<file path="src/hdl/assert_macros.svh">
// ----------------------------------------------------------------------------
// assert_macros.svh
// Assertion shorthands shared by the RTL files. They sample on clk_i and
// are disabled while rst_ni is low.
// ----------------------------------------------------------------------------
`ifndef ASSERT_MACROS_SVH
`define ASSERT_MACROS_SVH

// Property must hold on every clock edge outside reset.
`define SWTM_ASSERT(lbl, prop, msg) \
  lbl: assert property (@(posedge clk_i) disable iff (!rst_ni) (prop)) else $error(msg);

// Condition must never be true outside reset.
`define SWTM_NEVER(lbl, cond, msg) \
  `SWTM_ASSERT(lbl, !(cond), msg)

`endif

</file>
<file path="src/hdl/swtm_pkg.sv">
// ----------------------------------------------------------------------------
// swtm_pkg
// Shared constants, register indexes and sequencer states of the
// sliding-window trimmed mean filter.
// ----------------------------------------------------------------------------
package swtm_pkg;

  // parameter defaults
  localparam int MAX_WINDOW_DEF  = 64;
  localparam int SAMPLE_BITS_DEF = 16;

  // configuration register layout
  localparam int WS_W       = 7;
  localparam int TRIM_W     = 5;
  localparam int CFG_IDX_W  = 2;
  localparam int CFG_DATA_W = 7;

  localparam logic [CFG_IDX_W-1:0] REG_WINDOW_SIZE = 2'd0;
  localparam logic [CFG_IDX_W-1:0] REG_TRIM_COUNT  = 2'd1;

  localparam logic [WS_W-1:0]   WINDOW_RST = 7'd3;
  localparam logic [TRIM_W-1:0] TRIM_RST   = 5'd1;

  typedef enum logic [3:0] {
    ST_IDLE,
    ST_REM_RD,
    ST_REM,
    ST_INS_RD,
    ST_INS,
    ST_SUM_RD,
    ST_SUM,
    ST_DIV,
    ST_OUT
  } state_e;

endpackage

</file>
<file path="src/hdl/swtm_div.sv">
// ----------------------------------------------------------------------------
// swtm_div
// Restoring divider, one quotient bit per cycle. A start pulse loads the
// operands; done pulses for one cycle when the quotient is ready.
// ----------------------------------------------------------------------------
module swtm_div #(
  parameter int DVD_W = 22,
  parameter int DVS_W = 7
) (
  input  logic             clk_i,
  input  logic             rst_ni,
  input  logic             start_i,
  input  logic [DVD_W-1:0] dividend_i,
  input  logic [DVS_W-1:0] divisor_i,
  output logic             done_o,
  output logic [DVD_W-1:0] quotient_o
);

  localparam int ITER_W = $clog2(DVD_W + 1);

  logic [DVD_W-1:0]  quo_q;
  logic [DVS_W-1:0]  rem_q;
  logic [DVS_W-1:0]  dvs_q;
  logic [ITER_W-1:0] cnt_q;
  logic              busy_q;
  logic              done_q;

  logic [DVS_W:0] rem_sh;
  logic [DVS_W:0] diff;
  logic           ge;

  assign rem_sh = {rem_q, quo_q[DVD_W-1]};
  assign ge     = rem_sh >= {1'b0, dvs_q};
  assign diff   = rem_sh - {1'b0, dvs_q};

  always_ff @(posedge clk_i or negedge rst_ni) begin
    if (!rst_ni) begin
      busy_q <= 1'b0;
      done_q <= 1'b0;
      cnt_q  <= '0;
    end else begin
      done_q <= 1'b0;
      if (start_i) begin
        busy_q <= 1'b1;
        cnt_q  <= '0;
      end else if (busy_q) begin
        cnt_q <= cnt_q + ITER_W'(1);
        if (cnt_q == ITER_W'(DVD_W - 1)) begin
          busy_q <= 1'b0;
          done_q <= 1'b1;
        end
      end
    end
  end

  // datapath, no reset
  always_ff @(posedge clk_i) begin
    if (start_i) begin
      quo_q <= dividend_i;
      rem_q <= '0;
      dvs_q <= divisor_i;
    end else if (busy_q) begin
      quo_q <= {quo_q[DVD_W-2:0], ge};
      rem_q <= ge ? diff[DVS_W-1:0] : rem_sh[DVS_W-1:0];
    end
  end

  assign done_o     = done_q;
  assign quotient_o = quo_q;

endmodule

</file>
<file path="src/hdl/sliding_window_trimmed_mean.sv">
// ----------------------------------------------------------------------------
// sliding_window_trimmed_mean
// Trimmed mean over the last window_size samples of an unsigned stream.
//   s_axis: one sample per request in tdata. m_axis: one result per sample,
//   trimmed_mean in tdata, mean_valid in tuser. The result is flagged
//   invalid until the window has filled or while 2*trim_count >= window.
//   cfg: write port, index 0 window_size (flushes the window), index 1
//   trim_count. Write only while the block is idle.
//   Rate: one sample at a time. s_axis_tready is high only while idle.
//   A sample's work is a sweep over the sorted store: evict the oldest
//   sample once the window is full, insert the new one by shifting, and,
//   when the result is valid, sum the kept entries and run the
//   one-bit-per-cycle divider.
//   Window size zero gives an invalid result.
//   The result sits in an output register; a stalled receiver holds it
//   there and the block takes the next sample meanwhile, waiting only when
//   a second result is ready before the first is taken.
//   Reset: window 3, trim 1, window empty. Memories are not cleared.
// ----------------------------------------------------------------------------
`include "assert_macros.svh"

module sliding_window_trimmed_mean #(
  parameter int MAX_WINDOW  = swtm_pkg::MAX_WINDOW_DEF,
  parameter int SAMPLE_BITS = swtm_pkg::SAMPLE_BITS_DEF,
  parameter int TDATA_W     = ((SAMPLE_BITS + 7) / 8) * 8
) (
  input  logic                            clk_i,
  input  logic                            rst_ni,
  // config write port
  input  logic                            cfg_we_i,
  input  logic [swtm_pkg::CFG_IDX_W-1:0]  cfg_idx_i,
  input  logic [swtm_pkg::CFG_DATA_W-1:0] cfg_data_i,
  // sample stream
  input  logic                            s_axis_tvalid,
  output logic                            s_axis_tready,
  input  logic [TDATA_W-1:0]              s_axis_tdata,  // [0 +: SAMPLE_BITS] sample
  // result stream
  output logic                            m_axis_tvalid,
  input  logic                            m_axis_tready,
  output logic [TDATA_W-1:0]              m_axis_tdata,  // [0 +: SAMPLE_BITS] trimmed_mean
  output logic                            m_axis_tuser   // [0] mean_valid
);

  import swtm_pkg::*;

  localparam int IDX_W = $clog2(MAX_WINDOW);
  localparam int CNT_W = $clog2(MAX_WINDOW + 1);
  localparam int SUM_W = SAMPLE_BITS + IDX_W;
  localparam int CW    = (CNT_W > WS_W) ? CNT_W : WS_W;

  // --- storage ---
  logic [SAMPLE_BITS-1:0] ring_mem   [MAX_WINDOW];
  logic [SAMPLE_BITS-1:0] sorted_mem [MAX_WINDOW];

  // --- registers ---
  state_e                 state_q, state_d;
  logic [WS_W-1:0]        ws_q, ws_d;
  logic [TRIM_W-1:0]      trim_q, trim_d;
  logic [CNT_W-1:0]       fill_q, fill_d;
  logic [IDX_W-1:0]       head_q, head_d;
  logic [IDX_W-1:0]       idx_q, idx_d;
  logic                   found_q, found_d;
  logic [SUM_W-1:0]       acc_q, acc_d;
  logic                   res_flag_q, res_flag_d;
  logic                   m_valid_q, m_valid_d;
  logic [SAMPLE_BITS-1:0] v_q;
  logic [SAMPLE_BITS-1:0] old_q;
  logic [SAMPLE_BITS-1:0] rda_q, rdb_q;
  logic [TDATA_W-1:0]     m_data_q;
  logic                   m_user_q;

  // --- combinational ---
  logic                   accept;
  logic                   out_load;
  logic [CNT_W-1:0]       w;
  logic [CW-1:0]          ws_cw, w_cw, t_cw, t2_cw;
  logic                   trim_ok;
  logic [CNT_W-1:0]       mid_cnt;
  logic [CW-1:0]          last_idx;
  logic [IDX_W-1:0]       ra, rb;
  logic                   s_we;
  logic [IDX_W-1:0]       s_wa;
  logic [SAMPLE_BITS-1:0] s_wd;
  logic                   ring_we;
  logic                   div_start;
  logic                   div_done;
  logic [SUM_W-1:0]       div_quot;

  assign accept        = s_axis_tvalid && s_axis_tready;
  assign s_axis_tready = (state_q == ST_IDLE);

  // effective window and trim limits
  assign ws_cw    = CW'(ws_q);
  assign w_cw     = (ws_cw > CW'(MAX_WINDOW)) ? CW'(MAX_WINDOW) : ws_cw;
  assign w        = CNT_W'(w_cw);
  assign t_cw     = CW'(trim_q);
  assign t2_cw    = CW'({trim_q, 1'b0});
  assign trim_ok  = t2_cw < w_cw;
  assign mid_cnt  = CNT_W'(w_cw - t2_cw);
  assign last_idx = w_cw - t_cw - CW'(1);

  // --- sequencer ---
  always_comb begin
    state_d    = state_q;
    ws_d       = ws_q;
    trim_d     = trim_q;
    fill_d     = fill_q;
    head_d     = head_q;
    idx_d      = idx_q;
    found_d    = found_q;
    acc_d      = acc_q;
    res_flag_d = res_flag_q;
    m_valid_d  = m_valid_q;
    out_load   = 1'b0;
    ra         = '0;
    rb         = '0;
    s_we       = 1'b0;
    s_wa       = idx_q;
    s_wd       = v_q;
    ring_we    = 1'b0;
    div_start  = 1'b0;

    if (m_valid_q && m_axis_tready) m_valid_d = 1'b0;

    unique case (state_q)
      ST_IDLE: begin
        if (accept) begin
          if (w == '0) begin
            res_flag_d = 1'b0;
            state_d    = ST_OUT;
          end else begin
            ring_we = 1'b1;
            head_d  = (CW'(head_q) + CW'(1) >= w_cw) ? '0 : head_q + IDX_W'(1);
            if (fill_q == w) begin
              if (CW'(fill_q) >= CW'(2)) begin
                state_d = ST_REM_RD;
              end else begin
                // single-entry window: eviction empties it
                fill_d  = '0;
                idx_d   = '0;
                state_d = ST_INS;
              end
            end else begin
              idx_d   = IDX_W'(fill_q);
              state_d = (fill_q == '0) ? ST_INS : ST_INS_RD;
            end
          end
        end
      end
      ST_REM_RD: begin
        ra      = '0;
        rb      = IDX_W'(1);
        idx_d   = '0;
        found_d = 1'b0;
        state_d = ST_REM;
      end
      ST_REM: begin
        // close the gap left by the oldest sample
        ra      = idx_q + IDX_W'(1);
        rb      = idx_q + IDX_W'(2);
        found_d = found_q || (rda_q == old_q);
        if (found_d) begin
          s_we = 1'b1;
          s_wa = idx_q;
          s_wd = rdb_q;
        end
        if (CW'(idx_q) == CW'(fill_q) - CW'(2)) begin
          fill_d  = fill_q - CNT_W'(1);
          idx_d   = IDX_W'(fill_d);
          state_d = ST_INS_RD;
        end else begin
          idx_d = idx_q + IDX_W'(1);
        end
      end
      ST_INS_RD: begin
        ra      = idx_q - IDX_W'(1);
        state_d = ST_INS;
      end
      ST_INS: begin
        // rda_q holds entry idx-1; shift it up while above the new sample
        ra   = idx_q - IDX_W'(2);
        s_we = 1'b1;
        s_wa = idx_q;
        if (idx_q == '0 || rda_q <= v_q) begin
          s_wd   = v_q;
          fill_d = fill_q + CNT_W'(1);
          if (fill_d == w && trim_ok) begin
            state_d = ST_SUM_RD;
          end else begin
            res_flag_d = 1'b0;
            state_d    = ST_OUT;
          end
        end else begin
          s_wd  = rda_q;
          idx_d = idx_q - IDX_W'(1);
        end
      end
      ST_SUM_RD: begin
        ra      = IDX_W'(trim_q);
        idx_d   = IDX_W'(trim_q);
        acc_d   = '0;
        state_d = ST_SUM;
      end
      ST_SUM: begin
        ra    = idx_q + IDX_W'(1);
        acc_d = acc_q + SUM_W'(rda_q);
        if (CW'(idx_q) == last_idx) begin
          div_start = 1'b1;
          state_d   = ST_DIV;
        end else begin
          idx_d = idx_q + IDX_W'(1);
        end
      end
      ST_DIV: begin
        if (div_done) begin
          res_flag_d = 1'b1;
          state_d    = ST_OUT;
        end
      end
      ST_OUT: begin
        if (!m_valid_q || m_axis_tready) begin
          out_load  = 1'b1;
          m_valid_d = 1'b1;
          state_d   = ST_IDLE;
        end
      end
      default: state_d = ST_IDLE;
    endcase

    // the user must write config only while idle; the block itself does not enforce it
    if (cfg_we_i) begin
      if (cfg_idx_i == REG_WINDOW_SIZE) begin
        ws_d   = cfg_data_i[WS_W-1:0];
        fill_d = '0;
        head_d = '0;
      end else if (cfg_idx_i == REG_TRIM_COUNT) begin
        trim_d = cfg_data_i[TRIM_W-1:0];
      end
    end
  end

  always_ff @(posedge clk_i or negedge rst_ni) begin
    if (!rst_ni) begin
      state_q    <= ST_IDLE;
      ws_q       <= WINDOW_RST;
      trim_q     <= TRIM_RST;
      fill_q     <= '0;
      head_q     <= '0;
      idx_q      <= '0;
      found_q    <= 1'b0;
      res_flag_q <= 1'b0;
      m_valid_q  <= 1'b0;
    end else begin
      state_q    <= state_d;
      ws_q       <= ws_d;
      trim_q     <= trim_d;
      fill_q     <= fill_d;
      head_q     <= head_d;
      idx_q      <= idx_d;
      found_q    <= found_d;
      res_flag_q <= res_flag_d;
      m_valid_q  <= m_valid_d;
    end
  end

  // payload registers
  always_ff @(posedge clk_i) begin
    acc_q <= acc_d;
    if (accept) v_q <= s_axis_tdata[SAMPLE_BITS-1:0];
    if (out_load) begin
      m_user_q <= res_flag_q;
      m_data_q <= res_flag_q ? TDATA_W'(div_quot[SAMPLE_BITS-1:0]) : '0;
    end
  end

  // arrival ring: oldest sample read out as the new one overwrites it
  always_ff @(posedge clk_i) begin
    if (accept) old_q <= ring_mem[head_q];
    if (ring_we) ring_mem[head_q] <= s_axis_tdata[SAMPLE_BITS-1:0];
  end

  // sorted copy: one write port, two registered read ports
  always_ff @(posedge clk_i) begin
    if (s_we) sorted_mem[s_wa] <= s_wd;
    rda_q <= sorted_mem[ra];
    rdb_q <= sorted_mem[rb];
  end

  swtm_div #(
    .DVD_W (SUM_W),
    .DVS_W (CNT_W)
  ) u_div (
    .clk_i      (clk_i),
    .rst_ni     (rst_ni),
    .start_i    (div_start),
    .dividend_i (acc_d),
    .divisor_i  (mid_cnt),
    .done_o     (div_done),
    .quotient_o (div_quot)
  );

  assign m_axis_tvalid = m_valid_q;
  assign m_axis_tdata  = m_data_q;
  assign m_axis_tuser  = m_user_q;

  `SWTM_ASSERT(a_fill_bound, CW'(fill_q) <= w_cw, "fill count exceeds window")
  `SWTM_ASSERT(a_accept_busy, accept |=> state_q != ST_IDLE, "sample accepted without work")
  `SWTM_NEVER(a_ins_range, (state_q == ST_INS) && (CNT_W'(idx_q) > fill_q),
              "insert slot beyond fill count")

endmodule

</file>
<file path="config.mk">
export PLATFORM = sky130hd
export DESIGN_NAME = sliding_window_trimmed_mean
export DESIGN_NICKNAME = d
export VERILOG_FILES = /design/src/hdl/swtm_pkg.sv /design/src/hdl/swtm_div.sv /design/src/hdl/sliding_window_trimmed_mean.sv
export VERILOG_INCLUDE_DIRS = /design/src /design/src/hdl
export SDC_FILE = /design/constraint.sdc
export NUM_CORES = 2
export LEC_CHECK = 0
export BUFFER_PORTS_ARGS = -buffer_cell sky130_fd_sc_hd__buf_2
export CELL_PAD_IN_SITES_DETAIL_PLACEMENT = 0
export CELL_PAD_IN_SITES_GLOBAL_PLACEMENT = 1
export CORE_ASPECT_RATIO = 2
export CORE_MARGIN = 2
export CORE_UTILIZATION = 47
export DETAILED_ROUTE_END_ITERATION = 8
export GPL_ROUTABILITY_DRIVEN = 1
export HOLD_SLACK_MARGIN = 0.02
export PLACE_DENSITY = 0.74
export SYNTH_ARGS = -nofsm -noshare
export SYNTH_HDL_FRONTEND = slang
export SYNTH_SLANG_ARGS = --single-unit
</file>
<file path="constraint.sdc">
create_clock -name clk_i -period 4.5 [get_ports clk_i]
set_input_delay 0.225 -clock clk_i [delete_from_list [all_inputs] [get_ports clk_i]]
set_output_delay 0.225 -clock clk_i [all_outputs]
set_load 0.01 [all_outputs]
</file>
==> results.md <==
Die:
- The die width is around 320 um.
- The total core area is between 200000 and 250000 um^2.
- The die footprint is approximately 210000 um^2.
- The die boundary height is 646 um.
- For this configuration, the core starts out at a cell density of 0.472.
- The I/O pin total is 49.
- Row generation in the floorplan step produced roughly 240 rows.

Synthesis:
- For this run, the leading register cell type out of synthesis is edfxtp_1.
- The share of synthesized area in the top cell type comes to 0.659.
- In this run, distinct cell masters in the synthesized netlist total 83.
- A synthesized cell averages about 13 um^2.
- The simple-gate area share of the yosys netlist is 0.137.
- The number of enable-type register cells in the synthesized netlist is ~2100.
- The share of the yosys chip area belonging to registers is 0.684.
- The multiplexer share of the synthesized area is 0.0344.
- The post-synthesis compound-gate area fraction is 0.0999.
- After synthesis, the most frequently instantiated cells are 2126 x edfxtp_1, 1642 x nand2_1, 576 x nand3_1.
- The biggest area consumer among synthesized cells is edfxtp_1.
- The synthesized net count is around 7600.
- Of the total synthesized cell area, the portion taken by XOR and XNOR cells is 0.00828.
- The post-synthesis register bit count is about 2200.
- Synthesis produced approximately 7500 cells.
- After synthesis, the cell types taking the most area are edfxtp_1 66%, nand2_1 6.4%, nand3_1 3.0%.
- The combinational family with the most area after synthesis is simple AND/OR/NAND/NOR gates.
- After synthesis the cells add up to about 97000 um^2.
- The Yosys step of the flow raised 0 warnings.
- Of the total synthesized cell area, the portion taken by full adders, half adders and majority gates is 0.00987.
- Yosys instantiated no cell more often than edfxtp_1.
- Counting flops with an async set or reset pin after synthesis yields a share of 0.0202.

Worst setup path:
- The signal on the critical path passes through inv_1, ha_1, nand4bb_1, a21oi_1, a221o_4, buf_12, and3_1, a311oi_1, o21ai_1, buf_4, nand4_1, or4b_1.
- The startpoint identified for the worst register-to-register timing path is idx_q[1].
- Grouping stages by cell kind, the critical path spends the most delay in compound AO/OA/AOI/OAI gates.
- The worst setup path is launched from a register.
- The endpoint identified for the worst register-to-register timing path is rda_q[15].
- The worst setup path is captured at a register.
- The critical path is of the register to register type.
- Along the worst path, the maximum fanout reaches a little under 50.
- The data required time at the worst endpoint is roughly 5300 ps.
- The number of cell instances on the worst register-to-register path is 12.
- The buffer and inverter count on the worst path is 3.
- The data arrival time at the worst-slack endpoint is between 5000 and 6000 ps.
- Counting buffers and inverters, the worst setup path is 12 cells deep.
- The termination of the worst setup path is rda_q[15].
- Setup slack on the worst reg-to-reg path comes out at 110 ps.
- The worst setup path startpoint is idx_q[1].
- On the worst path, the slowest cell contributes a delay of 580 ps.
- On the critical path, the stage with the largest delay is an instance of o21ai_1.

Hold path:
- In this run the worst hold path is classified as primary input to register.
- The beginning of the worst hold path is s_axis_tdata[0].

Timing:
- After routing, the total negative slack on setup checks comes to 0 ps.
- The setup violation total in the final timing report is 0.
- For the pin with the worst max-slew slack, the measured transition is approximately 1500 ps.
- The number of endpoints with negative hold slack in the final report came to 0.
- The smallest clock period supported by the final layout is computed as approximately 4400 ps.
- The achievable clock frequency is between 0.2 and 0.25 GHz.
- The number of slew-limit violations in the final report is 2.
- The worst pin sits at a relative slew slack of -0.0270.
- In the finished design, the share of the clock period the worst path needs comes to 0.975.
- Clock skew on the completed layout was measured at around 40 ps.

Routing:
- The detailed-route vias per instance is 6.48.
- The number of vias in the routed layout is 68968.
- In the final routed layout, each cell accounts on average for about 33 um.
- For this block, the initial DRC count from the detailed router was slightly below 8000.
- For this run, the detailed router's first-pass iteration total came to 7.
- The final wirelength is between 300 and 400 mm.
- The number of routed nets with antenna violations is 0.
- The final routed DRC violation total is 0.

Clock tree:
- The number of buffers added for setup after CTS is 0.
- The clock sink count is about 2200.
- The H-tree was split into 4 levels.
- The number of buffers created by CTS is 200.
- The clock passes through at most 4 buffers.
- The later-pin clock latency in the skew report is just under 900 ps.
- TritonCTS built the clock tree.
- The clock tree root driver cell is clkbuf_16.
- The clock-pin slew of the registers on the worst-case setup and hold paths is ~80 ps.

GRT:
- The number of global-route vias before repair is a little under 70000.
- The total congestion overflow after global routing is 0.
- The total global-route track usage is 0.333.
- The wire length of the first global-routing pass is between 400 and 500 mm.
- The number of antenna violations at the first check in global routing was 37.
- The maximum number of pins on one net before global-route repair is 76.

Power and ir drop:
- The static power due to leakage is 0.0379 uW.
- Across the VDD grid, the largest voltage drop is ~630 uV.
- The power consumption is 80100 uW.
- The power density over the cells is 729 nW/um^2.

Run status:
- The run finished, with violations left.
- The final reports fail on max-capacitance violations, max-slew violations.

Finish:
- The number of fill cells in the layout is 17036.
- The number of nets in the layout is between 7000 and 8000.
- The final core utilization is 0.536.
- The relative area change from synthesis to final layout is 13.4%.
- Of the cells placed in the final design, the portion with a size suffix greater than 1 is 0.131.

Place:
- The placer congestion estimate is roughly 1.0.
- The wire-length estimate of the detail-placed layout is 234 mm.
- Port buffering added 48 buffers.

Flow run:
- The total of max-cap violations is 2.
==> worst min-delay path by stage <==
stage / to / slack [ps] / cells past startpoint
after floorplan: fill_q[0] / -70 / 0
after global placement: fill_q[1] / 410 / 2
after detailed placement: fill_q[1] / 410 / 2
after CTS: ring_mem[3][3] / 30 / 2
after global routing: ring_mem[3][3] / 60 / 2
final: ring_mem[0][0] / 40 / 2
==> through the flow <==
step | hold WS (ps) | area, um^2 | cells | worst slack [ps]
floorplan | -70.6 | 96800 | 7516 | 343
global placement | 411 | 103000 | 10254 | 107
detailed placement | 412 | 103000 | 10254 | 86.5
CTS | 27.9 | 110000 | 10628 | 48.4
global route | 58.6 | 110000 | 10643 | -16.1
finish | 40.3 | 110000 | 10651 | 111
==> area by class of cell <==
cell class | count | area [um^2] | area share
diodes | 22 | 55.1 | 0.000501
repair buffers | 579 | 5140 | 0.0468
well taps | 2725 | 3410 | 0.0310
flip-flops and latches | 2232 | 66200 | 0.603
clock inverters | 102 | 1010 | 0.00924
inverters | 73 | 274 | 0.00249
multi-input cells | 4666 | 28400 | 0.258
clock buffers | 252 | 5370 | 0.0489
==> per-layer routing <==
metal	share of wire	global-route usage
met1	0.31	0.344
met2	0.50	0.570
met3	0.076	0.0525
met4	0.12	0.326
met5	0.00026	0
==> where the power goes <==
part	internal, uW	switching [uW]
clock	9570	7650
combinational	10800	25000
sequential	26200	935
total	46500	33600
==> sequential cells by signal (all words and copies together) (netlist names), 4 cells and up <==
register,cells
ring_mem,1024
sorted_mem,1024
acc_q,22
u_div.quotient_o,22
m_axis_tdata,16
old_q,16
rda_q,16
rdb_q,16
v_q,16
fill_q,7
u_div.dvs_q,7
u_div.rem_q,7
ws_cw,7
head_q,6
idx_q,6
trim_q,5
u_div.cnt_q,5
state_q,4
==> cells by family (layout without fill, tap and decap cells) <==
kind of cell	after synthesis	count (layout)
xor+xnor	90	90
compound gates	1300	1300
buf+inv	618	1006
simple gates	2953	2953
mux	248	248
fa+ha+maj	75	75
other cells	0	22
flops	2232	2232
==> placed cells by master, fill, tap and decap left out, types with 57 or more instances in the layout <==
cell type and instances:
edfxtp_1 2126, nand2_1 1641, nand3_1 576, buf_4 442, a22oi_1 379, nand4_1 214, clkbuf_16 205, nor2_1 157
mux2i_1 155, a21oi_1 130, a32oi_1 130, and3_1 103, o21ai_0 101, a311oi_1 96, a22o_1 94, a221oi_1 91
a31oi_1 71, ha_1 70, buf_12 69, mux4_2 65, dfxtp_1 61, inv_1 57
==> timing repair <==
item                       CTS  global route
resized for setup            0             2
hold endpoints to repair   144             0
hold buffers                20             0
setup endpoints to repair    0             1
(Power assumes the default switching activity.)
